===== config.mk =====
export PLATFORM = sky130hd
export DESIGN_NAME = oahs_ctrl
export DESIGN_NICKNAME = d
export VERILOG_FILES = /design/src/hdl/oahs_pkg.sv /design/src/hdl/oahs_ctrl.sv
export SDC_FILE = /design/constraint.sdc
export NUM_CORES = 1
export LEC_CHECK = 0
export ABC_AREA = 1
export ABC_CLOCK_PERIOD_IN_PS = 1300
export BUFFER_PORTS_ARGS = -buffer_cell sky130_fd_sc_hd__buf_2
export CAP_MARGIN = 5
export CORE_MARGIN = 1
export CORE_UTILIZATION = 25
export CTS_CLUSTER_SIZE = 24
export DETAILED_ROUTE_END_ITERATION = 10
export GPL_TIMING_DRIVEN = 0
export SLEW_MARGIN = 5
export SYNTH_ARGS = -nofsm -noshare
export SYNTH_HDL_FRONTEND = slang
export SYNTH_SLANG_ARGS = --single-unit

===== constraint.sdc =====
create_clock -name clk_i -period 1.3 [get_ports clk_i]
set_input_delay 0.13 -clock clk_i [delete_from_list [all_inputs] [get_ports clk_i]]
set_output_delay 0.13 -clock clk_i [all_outputs]
set_load 0.03 [all_outputs]

===== src/hdl/oahs_pkg.sv =====
// ----------------------------------------------------------------------------
// oahs_pkg
// Shared types and codes for the open-addressed hash set.
// ----------------------------------------------------------------------------
package oahs_pkg;

  localparam int unsigned TableSize = 1024;
  localparam int unsigned KeyBits = 32;
  localparam int unsigned HashBits = 32;

  localparam int unsigned FuncW = 2;
  localparam int unsigned PrimeW = 11;
  localparam int unsigned SizeLogW = 4;
  localparam int unsigned StatusW = 2;
  localparam int unsigned BidxW = 10;
  localparam int unsigned OutKeyW = 32;
  localparam int unsigned CountW = 11;
  localparam int unsigned CfgAddrW = 1;
  localparam int unsigned CfgDataW = 11;

  typedef enum logic [FuncW-1:0] {
    FUNC_INSERT = 2'd0,
    FUNC_LOOKUP = 2'd1,
    FUNC_REMOVE = 2'd2,
    FUNC_CLEAR  = 2'd3
  } func_e;

  typedef enum logic [StatusW-1:0] {
    STATUS_OK        = 2'd0,
    STATUS_NOT_FOUND = 2'd1,
    STATUS_FULL      = 2'd2,
    STATUS_RSVD      = 2'd3
  } status_e;

  localparam logic [CfgAddrW-1:0] CFG_PRIME = 1'd0;
  localparam logic [CfgAddrW-1:0] CFG_SIZE  = 1'd1;

  typedef struct packed {
    logic [FuncW-1:0]    func;
    logic [KeyBits-1:0]  key;
    logic [HashBits-1:0] key_hash;
  } req_t;

  typedef struct packed {
    logic               hit;
    logic [StatusW-1:0] status;
    logic [BidxW-1:0]   bucket_index;
    logic [OutKeyW-1:0] stored_key;
    logic [CountW-1:0]  entry_count;
  } rsp_t;

  // Controller to datapath.
  typedef struct packed {
    logic load;
    logic div_step;
    logic first_probe;
    logic next_probe;
    logic read;
    logic clr_step;
    logic commit;
    logic emit_clear;
  } dp_cmd_t;

  // Datapath to controller.
  typedef struct packed {
    logic div_done;
    logic empty;
    logic match;
    logic last_probe;
    logic clr_done;
  } dp_sts_t;

endpackage


===== src/hdl/oahs_ctrl.sv =====
// ----------------------------------------------------------------------------
// oahs_ctrl
// Sequencer for one request: modulo, probe walk, update and result, or a clear sweep; also the clear after reset.
// ----------------------------------------------------------------------------
module oahs_ctrl (
  input  logic              clk_i,
  input  logic              rst_ni,
  input  logic              req_valid_i,
  output logic              req_ready_o,
  input  logic [1:0]        func_i,
  input  logic              rsp_busy_i,
  output oahs_pkg::dp_cmd_t cmd_o,
  input  oahs_pkg::dp_sts_t sts_i
);
  import oahs_pkg::*;

  typedef enum logic [6:0] {
    ST_IDLE  = 7'b0000001,
    ST_DIV   = 7'b0000010,
    ST_READ  = 7'b0000100,
    ST_EVAL  = 7'b0001000,
    ST_CLEAR = 7'b0010000,
    ST_DONE  = 7'b0100000,
    ST_INIT  = 7'b1000000
  } state_e;

  state_e state_q, state_d;
  logic   clr_req;

  assign req_ready_o = (state_q == ST_IDLE) && !rsp_busy_i;
  assign clr_req = (func_i == FUNC_CLEAR);

  always_comb begin
    state_d = state_q;
    cmd_o = '0;
    unique case (state_q)
      ST_INIT: begin
        cmd_o.clr_step = 1'b1;
        if (sts_i.clr_done) begin
          state_d = ST_IDLE;
        end
      end
      ST_IDLE: begin
        if (req_valid_i && req_ready_o) begin
          cmd_o.load = 1'b1;
          state_d = clr_req ? ST_CLEAR : ST_DIV;
        end
      end
      ST_DIV: begin
        cmd_o.div_step = 1'b1;
        if (sts_i.div_done) begin
          cmd_o.first_probe = 1'b1;
          state_d = ST_READ;
        end
      end
      ST_READ: begin
        cmd_o.read = 1'b1;
        state_d = ST_EVAL;
      end
      ST_EVAL: begin
        if (sts_i.empty || sts_i.match || sts_i.last_probe) begin
          cmd_o.commit = 1'b1;
          state_d = ST_IDLE;
        end else begin
          cmd_o.next_probe = 1'b1;
          state_d = ST_READ;
        end
      end
      ST_CLEAR: begin
        cmd_o.clr_step = 1'b1;
        if (sts_i.clr_done) begin
          state_d = ST_DONE;
        end
      end
      ST_DONE: begin
        cmd_o.emit_clear = 1'b1;
        state_d = ST_IDLE;
      end
      default: state_d = ST_IDLE;
    endcase
  end

  always_ff @(posedge clk_i or negedge rst_ni) begin
    if (!rst_ni) begin
      state_q <= ST_INIT;
    end else begin
      state_q <= state_d;
    end
  end

  a_onehot: assert property (@(posedge clk_i) disable iff (!rst_ni) $onehot(state_q))
    else $error("state not one-hot");
  a_commit_eval: assert property (@(posedge clk_i) disable iff (!rst_ni)
    cmd_o.commit |-> state_q == ST_EVAL) else $error("commit outside evaluation");
  a_load_ready: assert property (@(posedge clk_i) disable iff (!rst_ni)
    cmd_o.load |-> req_ready_o) else $error("load without ready");

endmodule


==> results.yml, run 1 <==
setup_path:
  critical_path.slowest_cell: "dfrtp_2"
  r2r-end: "state_q[0]"
  r2r_start: "state_q[4]"
  cp_common_cell: "nor2_4"
  cpLargestDelayFamily: "simple AND/OR/NAND/NOR gates"
  rr_worst_depth: 10
  crit_path_start_kind: "flip-flop"
  timing.critical_path.buf_inv: 2
  endpoint_kind: "primary output"
  worstPathMaxFanout: 5
  cpPeakStageDelay_ns: 0.42
  critPathArrivalTime_ns: 1.37
  cp_cell_sequence: "nor2_4 > nand2_4 > nor2_4 > inv_2 > nor3_4 > buf_6"
  r2r_slack_ns: -0.18
  criticalPathCategory: "reg -> out"
  critPathRequiredTime_ns: 1.17
finish:
  area_growth_pct: 77.0
  fillers: 200
  largestRegisters: "state_q (7)"
  largest-register: "state_q"
  nets: 120
  mostFrequentLayoutCell: "nor2_1"
  final_cells: 135
  largest_reg_flops: 7
  mostFrequentLayoutCells: "nor2_1, nand2_1, buf_2, buf_4"
  antenna_cells: 0
  drive_gt1_share_pct: 59.3
route:
  ant_nets: 0
  drt-total-wl_mm: 1.39
  drc: 0
  post_drt_wl_per_cell_um: 10.3
  drtPass1Iterations: 4
  num_vias: 590
  routed_via_density: 4.37
  drt_iter0_markers: 9
sta:
  worst_slack_ns: -0.204
  drv_slew: 0
  layout_worst_path_cycle_share_pct: 116
  fin_crit_ns: 1.50
  hold-worst-slack_ns: 0.0218
  hold_viol_final: 0
  setup_viol: 14
  tightestPinTransition_ns: 0.188
  fin_skew_ns: 0.00143
  maxSlewHeadroom_pct: 87.3
  fmax_mhz: 665
  rsz0062_at_grt: "yes"
place:
  gp_congestion: 0.691
  hpwl_um: 941
  dp_cells: 120
  place.port_buffers: 19
floorplanning:
  die_y_um: 48.2
  core-area_sq_um: 1980
  start_util_pct: 27.0
  io_pins: 20
  die_w_um: 48.2
  rows: 16
  dieArea_sq_um: 2330
global_routing:
  use_met2_pct: 26.4
  antenna_found_initial: 0
  grt_max_degree: 8
  grt_overflow: 0
  grt_use_met3_pct: 4.07
  grt.busiest_layer: "met2"
  grt_pass1_vias: 575
  grtUsageTotal_pct: 16.0
  grt_pass1_wl_mm: 2.40
  use_met1_pct: 17.6
yosys:
  synth_largest_area_cell: "dfrtp_1"
  syn_avg_cell_area_sq_um: 7.22
  netlist.area_leader.share_pct: 28.1
  synth_area_leaders: "dfrtp_1, nand2_1, nor2_1"
  synth_area_sq_um: 534
  ys_seq_area_share_pct: 33.0
  ys_warn_count: 0
  synth.distinct_cells: 20
  mappedNetlistNets: 85
  syn_inst: 74
  yosys_register_bits: 7
clock_network:
  h-tree-depth: 1
  path_clk_slew_ns: 0.05
  worstSkewPairLatency_ns: 0.24
  cts_tree: "built"
  clockRootBuffer: "clkbuf_4"
  numCtsBuffers: 3
  cts_sinks: 7
  cts_max_path_buffers: 2
status:
  status: "finished with violations"
  violations: "setup timing"
hold_path:
  hold_path_class: "in -> reg"
  whs_path_depth: 2
  min_to: "state_q[6]"
  hold_start: "sts_i[0]"
run:
  maxCapViolations: 0
power:
  ir_worst_vdd_mv: 1.23
  power_density_nw_per_um2: 2110
  power.leakage_nw: 0.457
## synth_stat cells, drive strengths merged
cell type,number
inv,11
nand3b,1
dfrtp,6
nor2,21
nand3,5
clkinv,1
dfstp,1
nand2,17
nor3,5
o21a,1
o21ai,3
nor4,2
## kinds of logic after synthesis
kind of cell    synth area share [%]
compound gates                  7.03
simple gates                    51.5
buf+inv                         8.43
flops                           33.0
## through the flow
| stage | power [mW] | setup WS, ns | setup TNS [ns] | instance area (sq um) | utilization (%) |
|---|---|---|---|---|---|
| after floorplan | 1.12 | -0.116 | -0.436 | 586 | - |
| after global placement | 1.28 | -0.180 | -0.499 | 714 | 36.0 |
| after detailed placement | 1.30 | -0.199 | -0.816 | 714 | 36.0 |
| after CTS | 1.93 | -0.237 | -2.32 | 927 | 46.8 |
| after global routing | 2.14 | -0.285 | -3.09 | 946 | 47.7 |
| final | 2.00 | -0.204 | -2.14 | 946 | 47.7 |
## worst max path at each step
stage,start,end,slack (ns),depth (start not counted)
final,state_q[4],cmd_o[7],-0.20,6
after global routing,state_q[4],cmd_o[7],-0.29,6
after CTS,state_q[4],cmd_o[7],-0.24,6
after detailed placement,state_q[4],cmd_o[7],-0.20,6
after global placement,state_q[4],cmd_o[7],-0.18,6
after floorplan,state_q[4],state_q[0],-0.12,8
## layer usage
| metal | up-vias | share of wire, % | wire [um] |
|---|---|---|---|
| met5 | - | 0 | 0 |
| met4 | 0 | 0 | 0 |
| met3 | 0 | 3.3 | 46 |
| met2 | 13 | 55 | 760 |
| met1 | 278 | 42 | 580 |
| li1 | 299 | - | - |
## report_power, final
group	switching (mW)	internal [mW]	total [mW]
Sequential	0.0704	0.281	0.352
Combinational	0.812	0.640	1.45
Clock	0.0744	0.117	0.191
Total	0.957	1.04	2.00
## worst register-to-register path: cells and delay by family (launching register included)
kind / cells / cell delay [ns]
buffers and inverters: 2 / 0.28
flip-flops: 1 / 0.42
AND/OR/NAND/NOR: 8 / 0.67
## repair_timing
action / CTS / global route
endpoints found under the setup margin: 14 / 14
buffers inserted: 10 / 0
pin swaps: 13 / 4
resized for setup: 27 / 5
gates cloned: 0 / 0
hold buffers: 1 / 0
hold endpoints to repair: 7 / 0
## final cells by class
cell class,instances,area [sq um],share of cell area (%)
Sequential cell,7,178,18.8
Tap cell,27,33.8,3.57
Clock buffer,4,26.3,2.78
Inverter,12,45.0,4.76
Timing Repair Buffer,30,245,25.9
Multi-Input combinational cell,55,418,44.2
No activity file was read; power rests on OpenSTA's default activity.
==> inputs of run 2 (changes only) <==
Settings changed: HOLD_SLACK_MARGIN set to 0.06.
==> results.yml, run 2 (synthesis gave the netlist of run 1 again) <==
status:
  status: "finished with violations"
  violations: "setup timing"
floorplanning:
  io_pins: 20
  start_util_pct: 27.0
  core-area_sq_um: 1980
  die_w_um: 48.2
  rows: 16
  die_y_um: 48.2
  dieArea_sq_um: 2330
sta:
  hold-worst-slack_ns: 0.168
  fmax_mhz: 665
  drv_slew: 0
  hold_viol_final: 0
  setup_viol: 14
  maxSlewHeadroom_pct: 87.3
  tightestPinTransition_ns: 0.188
  fin_skew_ns: 0.00141
  fin_crit_ns: 1.50
  worst_slack_ns: -0.204
  rsz0062_at_grt: "yes"
  layout_worst_path_cycle_share_pct: 116
route:
  drt-total-wl_mm: 1.39
  drc: 0
  drtPass1Iterations: 4
  ant_nets: 0
  post_drt_wl_per_cell_um: 10.2
  routed_via_density: 4.35
  num_vias: 592
  drt_iter0_markers: 9
clock_network:
  cts_tree: "built"
  clockRootBuffer: "clkbuf_4"
  path_clk_slew_ns: 0.05
  h-tree-depth: 1
  cts_max_path_buffers: 2
  numCtsBuffers: 3
  worstSkewPairLatency_ns: 0.24
  cts_sinks: 7
global_routing:
  grt_pass1_vias: 579
  antenna_found_initial: 0
  grt_pass1_wl_mm: 2.42
  grt_max_degree: 8
  grtUsageTotal_pct: 16.0
  grt_overflow: 0
finish:
  largest-register: "state_q"
  largest_reg_flops: 7
  drive_gt1_share_pct: 58.7
  mostFrequentLayoutCell: "nor2_1"
  nets: 121
  area_growth_pct: 78.9
  final_cells: 136
  fin_util_pct: 48.2
  antenna_cells: 0
  mostFrequentLayoutCells: "nor2_1, nand2_1, buf_2, buf_4"
  largestRegisters: "state_q (7)"
power:
  power.leakage_nw: 0.462
  ir_worst_vdd_mv: 1.23
  power_mw: 2.00
  power_density_nw_per_um2: 2090
hold_path:
  hold_path_class: "in -> reg"
  min_to: "state_q[4]"
  whs_path_depth: 3
  hold_start: "func_i[1]"
setup_path:
  endpoint_kind: "primary output"
  r2r_start: "state_q[4]"
  r2r-end: "state_q[0]"
  critPathRequiredTime_ns: 1.17
  rr_worst_depth: 10
  r2r_slack_ns: -0.18
  criticalPathCategory: "reg -> out"
  crit_path_start_kind: "flip-flop"
  worstPathMaxFanout: 5
  critPathArrivalTime_ns: 1.37
place:
  hpwl_um: 941
  place.port_buffers: 19
  dp_cells: 120
  gp_congestion: 0.691
  place_ws_ns: -0.199
run:
  maxCapViolations: 0
[run 2: power breakdown]
group	switching, mW	internal [mW]	total [mW]
clock network	0.0744	0.117	0.191
logic	0.812	0.642	1.45
registers	0.0704	0.281	0.352
total	0.957	1.04	2.00
[run 2: through the flow]
step / instance area (sq um) / TNS (ns)
finish: 956 / -2.14
global route: 956 / -3.09
CTS: 937 / -2.32
detailed placement: 714 / -0.816
global placement: 714 / -0.499
floorplan: 586 / -0.436
[run 2: repair_timing]
item                                    in CTS  in global routing
hold buffers                                 2                  0
resized for setup                           27                  5
buffers inserted                            10                  0
hold endpoints to repair                     8                  0
endpoints found under the setup margin      14                 14
pin swaps                                   13                  4
[run 2: layout make-up]
class,count,area [sq um]
Clock buffer,4,26.3
Fill cell,201,1030
Inverter,12,45.0
Multi-Input combinational cell,55,418
Sequential cell,7,178
Tap cell,27,33.8
Timing Repair Buffer,31,255
[run 2: worst max path at each step]
stage / slack, ns / start / endpoint
2_1_floorplan: -0.12 / state_q[4] / state_q[0]
3_3_place_gp: -0.18 / state_q[4] / cmd_o[7]
3_5_place_dp: -0.20 / state_q[4] / cmd_o[7]
4_1_cts: -0.24 / state_q[4] / cmd_o[7]
5_1_grt: -0.29 / state_q[4] / cmd_o[7]
6_report: -0.20 / state_q[4] / cmd_o[7]
[run 2: routing by layer]
| layer | vias to the layer above | part of all wire [%] | track usage (%) |
|---|---|---|---|
| li1 | 301 | - | - |
| met5 | - | 0 | 0 |
| met2 | 13 | 55 | 26.4 |
| met1 | 278 | 42 | 17.8 |
| met4 | 0 | 0 | 11.7 |
| met3 | 0 | 3.3 | 4.07 |
[run 2: worst max-delay path, cell delays in order, from the launching register on]
cell,delay [ns]
dfrtp_2,0.42
nor2_4,0.14
nand2_4,0.11
nor2_4,0.13
inv_2,0.06
nor3_4,0.12
buf_6,0.15
